<file path="src/hdl/brf_pkg.sv">
// Shared types, constants and helpers for the byte ring FIFO.
package brf_pkg;

  localparam int DEPTH  = 1024;
  localparam int PTR_W  = $clog2(DEPTH);
  localparam int CNT_W  = 10;
  localparam int BYTE_W = 8;

  typedef logic [PTR_W-1:0] ptr_t;
  typedef logic [CNT_W-1:0] cnt_t;

  typedef enum logic [1:0] {
    KIND_PUSH = 2'd0,
    KIND_POP  = 2'd1,
    KIND_PEEK = 2'd2,
    KIND_DROP = 2'd3
  } kind_t;

  typedef struct packed {
    kind_t             kind;
    logic [BYTE_W-1:0] data_in;
    cnt_t              position;
  } cmd_t;

  typedef struct packed {
    logic              ok;
    logic [BYTE_W-1:0] data_out;
    logic              overwrote;
    cnt_t              item_count;
  } result_t;

  // storage request from the pointer logic to the RAM
  typedef struct packed {
    logic              we;
    logic              re;
    ptr_t              addr;
    logic [BYTE_W-1:0] wdata;
  } ram_req_t;

  // registered status of the transaction in flight toward the result port
  typedef struct packed {
    logic valid;
    logic ok;
    logic use_data;
    logic overwrote;
    cnt_t item_count;
  } res_meta_t;

  // low CNT_W bits of a pointer-wide value, zero-extended if narrower
  function automatic cnt_t to_cnt(ptr_t v);
    logic [PTR_W+CNT_W-1:0] w;
    w = {{CNT_W{1'b0}}, v};
    return w[CNT_W-1:0];
  endfunction

endpackage

</file>
<file path="src/hdl/brf_ctrl.sv">
// Pointer control: decodes the command, drives the RAM and updates pointers.
module brf_ctrl
  import brf_pkg::*;
(
  input  logic      clk,
  input  logic      rst,
  input  logic      accept,
  input  cmd_t      cmd,
  output ram_req_t  req,
  output res_meta_t meta
);

  ptr_t wp, rp;
  ptr_t wp_next, rp_next;
  ptr_t count, count_after;
  logic full, empty, pos_in_range;
  logic [PTR_W+CNT_W-1:0] pos_ext, cnt_ext;
  ptr_t pos_ptr, drop_n;
  logic ok_c, use_c, ovw_c;

  assign count   = wp - rp;
  assign full    = (count == {PTR_W{1'b1}});
  assign empty   = (count == '0);
  assign pos_ext = {{PTR_W{1'b0}}, cmd.position};
  assign cnt_ext = {{CNT_W{1'b0}}, count};
  assign pos_in_range = (pos_ext < cnt_ext);
  assign pos_ptr = pos_ext[PTR_W-1:0];
  assign drop_n  = pos_in_range ? pos_ptr : count;

  always_comb begin
    wp_next   = wp;
    rp_next   = rp;
    req.we    = 1'b0;
    req.re    = 1'b0;
    req.addr  = rp;
    req.wdata = cmd.data_in;
    ok_c      = 1'b0;
    use_c     = 1'b0;
    ovw_c     = 1'b0;
    case (cmd.kind)
      KIND_PUSH: begin
        req.we   = accept;
        req.addr = wp;
        wp_next  = wp + 1'b1;
        ok_c     = 1'b1;
        if (full) begin
          rp_next = rp + 1'b1;
          ovw_c   = 1'b1;
        end
      end
      KIND_POP: begin
        if (!empty) begin
          req.re  = accept;
          rp_next = rp + 1'b1;
          ok_c    = 1'b1;
          use_c   = 1'b1;
        end
      end
      KIND_PEEK: begin
        if (pos_in_range) begin
          req.re   = accept;
          req.addr = rp + pos_ptr;
          ok_c     = 1'b1;
          use_c    = 1'b1;
        end
      end
      default: begin
        if (!empty) begin
          rp_next = rp + drop_n;
          ok_c    = 1'b1;
        end
      end
    endcase
  end

  assign count_after = wp_next - rp_next;

  always_ff @(posedge clk) begin
    if (rst) begin
      wp         <= '0;
      rp         <= '0;
      meta.valid <= 1'b0;
    end else begin
      meta.valid <= accept;
      if (accept) begin
        wp <= wp_next;
        rp <= rp_next;
      end
    end
    meta.ok         <= ok_c;
    meta.use_data   <= use_c;
    meta.overwrote  <= ovw_c;
    meta.item_count <= to_cnt(count_after);
  end

  // one storage access per transaction at most
  a_one_access: assert property (@(posedge clk) disable iff (rst)
    !(req.we && req.re))
    else $error("RAM read and write in one cycle");

  // a result follows every accepted transaction and nothing else
  a_valid_follows: assert property (@(posedge clk) disable iff (rst)
    accept |=> meta.valid)
    else $error("accepted transaction gave no result");

  // an overwrite keeps the FIFO full
  a_ovw_full: assert property (@(posedge clk) disable iff (rst)
    (accept && cmd.kind == KIND_PUSH && full) |=>
      (meta.overwrote && meta.item_count == to_cnt({PTR_W{1'b1}})))
    else $error("overwrite did not keep FIFO full");

  // data is returned only on a successful read
  a_data_ok: assert property (@(posedge clk) disable iff (rst)
    meta.use_data |-> meta.ok)
    else $error("read data without success");

endmodule

</file>
<file path="config.mk">
export PLATFORM = sky130hd
export DESIGN_NAME = brf_ctrl
export DESIGN_NICKNAME = d
export VERILOG_FILES = /design/src/hdl/brf_pkg.sv /design/src/hdl/brf_ctrl.sv
export SDC_FILE = /design/constraint.sdc
export NUM_CORES = 1
export LEC_CHECK = 0
export ABC_AREA = 0
export BUFFER_PORTS_ARGS = -buffer_cell sky130_fd_sc_hd__buf_4
export CORE_MARGIN = 1.5
export CORE_UTILIZATION = 40
export DETAILED_ROUTE_END_ITERATION = 16
export PLACE_DENSITY = 0.68
export SLEW_MARGIN = 20
export SYNTH_ARGS = -nofsm -noshare
export SYNTH_HDL_FRONTEND = slang
export SYNTH_SLANG_ARGS = --single-unit
</file>
<file path="constraint.sdc">
create_clock -name clk -period 6.05 [get_ports clk]
set_input_delay 1.21 -clock clk [delete_from_list [all_inputs] [get_ports clk]]
set_output_delay 1.21 -clock clk [all_outputs]
set_load 0.02 [all_outputs]
</file>
==> impl_metrics.csv, run 1 <==
group,metric,value,unit
global_route,grt_max_degree,22,
clocking,clock_latency,290,ps
global_route,grt_first_pass_wirelength,19500,um
timing,fin_crit,5970,ps
floorplan,die_w,103,um
power,seqPwrFrac,0.217,
critical_path,r2r_end,"meta[9]",
placement,port_buffers,40,
finish,design_area,5120,um^2
logic_synthesis,synthCells,509,
critical_path,crit_start,"rp[2]",
drt,wl_per_cell,17.1,um
global_route,gr-total-overflow,0,
drt,viasPerCell,5.80,
logic_synthesis,syn_nets,586,
logic_synthesis,synth_edf_count,0,
timing,worstMarginPinSlew,737,ps
logic_synthesis,yosysUniqueCellTypes,79,
critical_path,reg2reg_depth,31,
finish,layout_common_cells,"buf_4, nor2_1, ha_1",
logic_synthesis,synthArstFlopShare,0,
power,p_sw,0.525,mW
finish,n_antenna_cell,0,
clocking,clkSinkCount,34,
placement,dp_slack,-204,ps
finish,area_delta_synth_final,27.4,%
power,finalPower,1.25,mW
drt,ant_nets,0,
logic_synthesis,yosys_warnings,0,
critical_path,cp_slowest_stage_delay,400,ps
timing,timing.hold.ws,635,ps
run,max_cap_viol_count,0,
logic_synthesis,synth_flop_cell,"dfxtp_1",
critical_path,r2r-start,"rp[2]",
min_path,holdCritPathClass,"flip-flop to flip-flop",
placement,gp_congestion,0.976,
finish,instances_no_fill,730,
timing,layout_setup_ws,83.4,ps
floorplan,core-area,9770,um^2
timing,drv_slew,0,
critical_path,crit_required,6270,ps
power,p_int,0.728,mW
floorplan,die_h,103,um
power,power_density,245,nW/um^2
placement,dp_hpwl,9830,um
timing,skew,3.51,ps
floorplan,start_util,0.411,
logic_synthesis,synth_top_area_share,0.169,
clocking,cts.reportedPaths.clkPinSlew,70,ps
power,leakagePower,2.38,nW
floorplan,dieArea,10700,um^2
finish,layout-drive-gt1-share,0.305,
drt,wirelength,12500,um
logic_synthesis,synth_top_cell_by_area,"dfxtp_1",
drt,firstDrtPassIters,5,
placement,place_inst,718,
finish,final_nets,674,
outcome,outcome,"completed",
floorplan,num_rows,36,
critical_path,ff2ff_setup_slack,80,ps
finish,layout_commonest_cell,"buf_4",
finish,fillers,942,
critical_path,path_common_cell,"ha_1",
critical_path,cpMaxStageDelayCell,"maj3_2",
logic_synthesis,synth_area_leaders,"dfxtp_1, ha_1, xor2_1",
timing,finalSetupViolations,0,
finish,final_util,0.524,
floorplan,io_pins,57,
drt,vias,4235,
critical_path,crit_type,"flip-flop to flip-flop",
clocking,h-tree-depth,2,
timing,fin_crit_sh,0.986,
critical_path,path_max_fanout,6,
clocking,cts_tree,"yes",
logic_synthesis,ys_seq_area_frac,0.169,
drt,drc_errors,0,
global_route,grt_usage,0.235,
drt,drtIter0Drc,380,
logic_synthesis,synth_area_per_cell,7.90,um^2
logic_synthesis,synth_seq_cells,34,
clocking,cts-root-buf,"clkbuf_8",
global_route,grt_pass1_vias,4019,
timing,slew-limit-headroom,0.509,
timing,setup_tns,0,ps
logic_synthesis,synth_area,4020,um^2
power,p_clk_frac,0.133,
critical_path,startpoint_type,"flip-flop",
timing,rsz0062_at_grt,"yes",
critical_path,endpoint,"meta[9]",
clocking,clock_path_buffers,2,
critical_path,endpoint_kind,"flip-flop",
global_route,antenna_found_initial,0,
power,combPwrFrac,0.651,
power,swShare,0.419,
timing,max_freq,168,MHz
clocking,cts_made_buffers,5,
timing,hold_viol,0,
power,max-vdd-ir-drop,0.109,mV
critical_path,cp.arrival,6190,ps
placement,dpl-instance-area,4810,um^2
clocking,holdBufCountCts,0,
==> worst max-delay path, delay by kind of cell (launching register included) <==
family	cells	cell delay, ps
flops	1	340
compound gates	12	2020
simple gates	6	740
xor+xnor	3	500
fa+ha+maj	6	1870
buf+inv	3	300
mux	1	140
==> flip-flops by register name, summed over array words and instances, names as in the netlist <==
name / flops
wp: 10
meta: 14
rp: 10
==> cells in the mapped netlist, types with 5 or more instances <==
| master | count |
|---|---|
| o21ai_0 | 25 |
| buf_4 | 10 |
| a221o_1 | 6 |
| nand4_1 | 6 |
| nor3_1 | 15 |
| mux2i_1 | 7 |
| nor2b_1 | 7 |
| ha_1 | 50 |
| a21o_1 | 10 |
| nor2_1 | 57 |
| o21a_1 | 8 |
| and3_1 | 5 |
| nand2b_1 | 7 |
| nand3_1 | 11 |
| xor2_1 | 27 |
| clkbuf_1 | 13 |
| a21oi_1 | 33 |
| dfxtp_1 | 34 |
| nand2_1 | 29 |
| inv_1 | 34 |
| xnor2_1 | 17 |
==> per-layer routing <==
layer | routed length [um] | global-route usage | vias to the layer above
li1 | - | - | 2004
met1 | 5430 | 0.302 | 1988
met2 | 5970 | 0.411 | 209
met3 | 826 | 0.0302 | 34
met4 | 284 | 0.0748 | 0
met5 | 0 | 0 | -
==> kinds of logic (layout without fill, tap and decap cells) <==
kind of cell	count (synthesis)	count (layout)	share of synthesized area
DFF	34	34	0.169
xor gates and xnor gates	44	44	0.0959
muxes	11	11	0.0286
AOI/OAI and AO/OA	142	142	0.252
buffers and inverters	63	151	0.0744
and+or+nand+nor	159	159	0.199
adders and majority gates	56	56	0.181
==> power by group through the flow <==
stage / Combinational, mW / Sequential [mW] / Clock, mW
2_1_floorplan: 0.423 / 0.320 / 0
3_3_place_gp: 0.704 / 0.276 / 0
3_5_place_dp: 0.723 / 0.276 / 0
4_1_cts: 0.754 / 0.271 / 0.167
5_1_grt: 0.884 / 0.275 / 0.176
6_report: 0.816 / 0.271 / 0.166
==> how the worst min path moves through the flow <==
stage,depth (start not counted),slack (ps),start,end
finish,3,640,wp[0],wp[0]
detailed placement,3,620,rp[6],rp[6]
floorplan,2,500,rp[5],rp[5]
global placement,3,600,rp[6],rp[6]
CTS,3,620,wp[0],wp[0]
global route,3,670,rp[8],rp[8]
==> repair_timing <==
item / CTS / global route
pin swaps: 10 / 28
endpoints found under the setup margin: 2 / 5
gates cloned: 0 / 0
gates resized for setup: 23 / 31
setup buffers: 2 / 3
==> cell type report <==
cell class	instances	area (um^2)	area share
Multi-Input combinational cell	412	3230	0.631
Clock buffer	5	68.8	0.0134
Inverter	35	131	0.0257
Clock inverter	2	10.0	0.00196
Timing Repair Buffer	109	822	0.161
Tap cell	133	166	0.0325
Sequential cell	34	688	0.134
No activity file was read; power rests on OpenSTA's default activity.
==> inputs of run 2 (changes only) <==
--- a/config.mk
+++ b/config.mk
@@ -5,7 +5,7 @@
 export SDC_FILE = /design/constraint.sdc
 export NUM_CORES = 1
 export LEC_CHECK = 0
-export ABC_AREA = 0
+export ABC_AREA = 1
 export BUFFER_PORTS_ARGS = -buffer_cell sky130_fd_sc_hd__buf_4
 export CORE_MARGIN = 1.5
 export CORE_UTILIZATION = 40
==> impl_metrics.csv, run 2 <==
group,metric,value,unit
critical_path,cp_slowest_stage_delay,420,ps
clocking,cts_made_buffers,5,
logic_synthesis,yosys_warnings,0,
drt,wl_per_cell,15.3,um
global_route,grt_max_degree,28,
drt,firstDrtPassIters,5,
logic_synthesis,synthCells,720,
timing,setup_tns,0,ps
timing,drv_slew,0,
timing,layout_setup_ws,491,ps
clocking,cts_tree,"yes",
floorplan,io_pins,57,
drt,vias,4771,
logic_synthesis,yosysUniqueCellTypes,49,
floorplan,die_h,110,um
finish,n_antenna_cell,0,
power,power_density,289,nW/um^2
logic_synthesis,synth_top_cell_by_area,"dfxtp_1",
critical_path,crit_required,6230,ps
finish,instances_no_fill,897,
finish,regMostFlops,"meta",
logic_synthesis,yosysMostFrequentCell,"nand2_1",
finish,top_regs,"meta (14), rp (10), wp (10)",
drt,wirelength,13700,um
clocking,cts-root-buf,"clkbuf_16",
drt,drtIter0Drc,260,
logic_synthesis,synth_area,4580,um^2
finish,layout_commonest_cell,"nand2_1",
min_path,holdCritPathClass,"flip-flop to flip-flop",
power,finalPower,1.51,mW
finish,layout-drive-gt1-share,0.178,
logic_synthesis,netlist_top_cells_count,"nand2_1, inv_1, nand3_1",
finish,final_nets,833,
drt,viasPerCell,5.32,
outcome,outcome,"completed",
timing,fin_crit,5560,ps
logic_synthesis,synth_flop_cell,"dfxtp_1",
finish,area_delta_synth_final,14.2,%
power,max-vdd-ir-drop,0.155,mV
logic_synthesis,synth_seq_cells,34,
floorplan,start_util,0.417,
drt,drc_errors,0,
clocking,cts.reportedPaths.clkPinSlew,60,ps
timing,max_freq,180,MHz
critical_path,ff2ff_setup_slack,490,ps
logic_synthesis,synth_top_area_share,0.148,
global_route,grt_pass1_vias,4257,
timing,slew-limit-headroom,0.390,
finish,layout_common_cells,"nand2_1, inv_1, nand3_1",
floorplan,core-area,11000,um^2
timing,fin_crit_sh,0.919,
critical_path,crit_type,"flip-flop to flip-flop",
power,leakagePower,2.73,nW
clocking,clkSinkCount,34,
logic_synthesis,ys_seq_area_frac,0.148,
clocking,clock_latency,280,ps
floorplan,num_rows,38,
global_route,gr-total-overflow,0,
timing,hold_viol,0,
floorplan,dieArea,12100,um^2
placement,place_inst,887,
logic_synthesis,synthArstFlopShare,0,
global_route,antenna_found_initial,0,
placement,dp_slack,82.9,ps
logic_synthesis,synth_area_leaders,"dfxtp_1, ha_1, nand2_1",
timing,skew,9.40,ps
critical_path,path_max_fanout,7,
run,max_cap_viol_count,0,
critical_path,cp.arrival,5740,ps
critical_path,startpoint_type,"flip-flop",
global_route,grt_first_pass_wirelength,21600,um
placement,dp_hpwl,10900,um
critical_path,cpMaxStageDelayCell,"fa_1",
logic_synthesis,synth_area_per_cell,6.37,um^2
placement,gp_congestion,0.964,
critical_path,path_common_cell,"nand2_1",
finish,largest_register_ff_count,14,
global_route,grt_usage,0.231,
drt,ant_nets,0,
logic_synthesis,syn_nets,797,
clocking,h-tree-depth,2,
critical_path,endpoint_kind,"flip-flop",
clocking,clock_path_buffers,2,
timing,worstMarginPinSlew,912,ps
timing,timing.hold.ws,579,ps
placement,port_buffers,40,
floorplan,die_w,110,um
logic_synthesis,synth_edf_count,0,
timing,finalSetupViolations,0,
-- run 2: metrics by stage --
step,util,cell area [um^2]
2_1_floorplan,-,4580
3_3_place_gp,0.456,5010
3_5_place_dp,0.456,5010
4_1_cts,0.470,5160
5_1_grt,0.477,5240
6_report,0.477,5240
-- run 2: area by class of cell --
cell class                 count  area (um^2)
multi-input combinational    547         3370
clock buffer                   6          139
fill                        1123         5750
sequential                    34          682
clock inverter                 2         12.5
tap                          140          175
inverter                     110          415
timing repair buffer          58          448
-- run 2: per-layer routing --
layer	wire length [um]	track usage	vias up
met5	0	0	-
met4	421	0.0779	0
met3	1170	0.0464	42
met2	5970	0.361	216
met1	6130	0.317	2102
li1	-	-	2411
-- run 2: report_power, final --
part / internal (mW) / switching, mW / leakage, nW
Combinational: 0.364 / 0.601 / 2.37
Sequential: 0.270 / 0.0210 / 0.283
Clock: 0.163 / 0.0950 / 0.0729
Total: 0.796 / 0.717 / 2.73
-- run 2: cells by family after synthesis --
group                      Yosys count  share of synthesized area
DFF                                 34                      0.148
and+or+nand+nor                    323                      0.332
buffers and inverters              139                      0.128
adders and majority gates           54                      0.154
AOI/OAI and AO/OA                  133                      0.167
xor gates and xnor gates            37                     0.0707
-- run 2: worst max-delay path, delay by kind of cell, from the launching register on --
family	cells	cell delay (ps)
flip-flops	1	350
buffers and inverters	4	290
XOR/XNOR	2	330
AND/OR/NAND/NOR	12	960
adder cells (fa/ha/maj)	6	1840
AO/OA/AOI/OAI	13	1660
-- run 2: what timing repair did --
action                                  in CTS  in global routing
resized for setup                            0                 22
endpoints found under the setup margin       0                  4
setup buffers                                0                  2
hold buffers                                 0                  0
-- run 2: final timing paths --
check,from,end,cells past startpoint
worst max-delay path,wp[0],meta[9],37
worst min-delay path,wp[0],wp[0],2
worst max register to register,wp[0],meta[9],37
worst min register to register,wp[0],wp[0],2
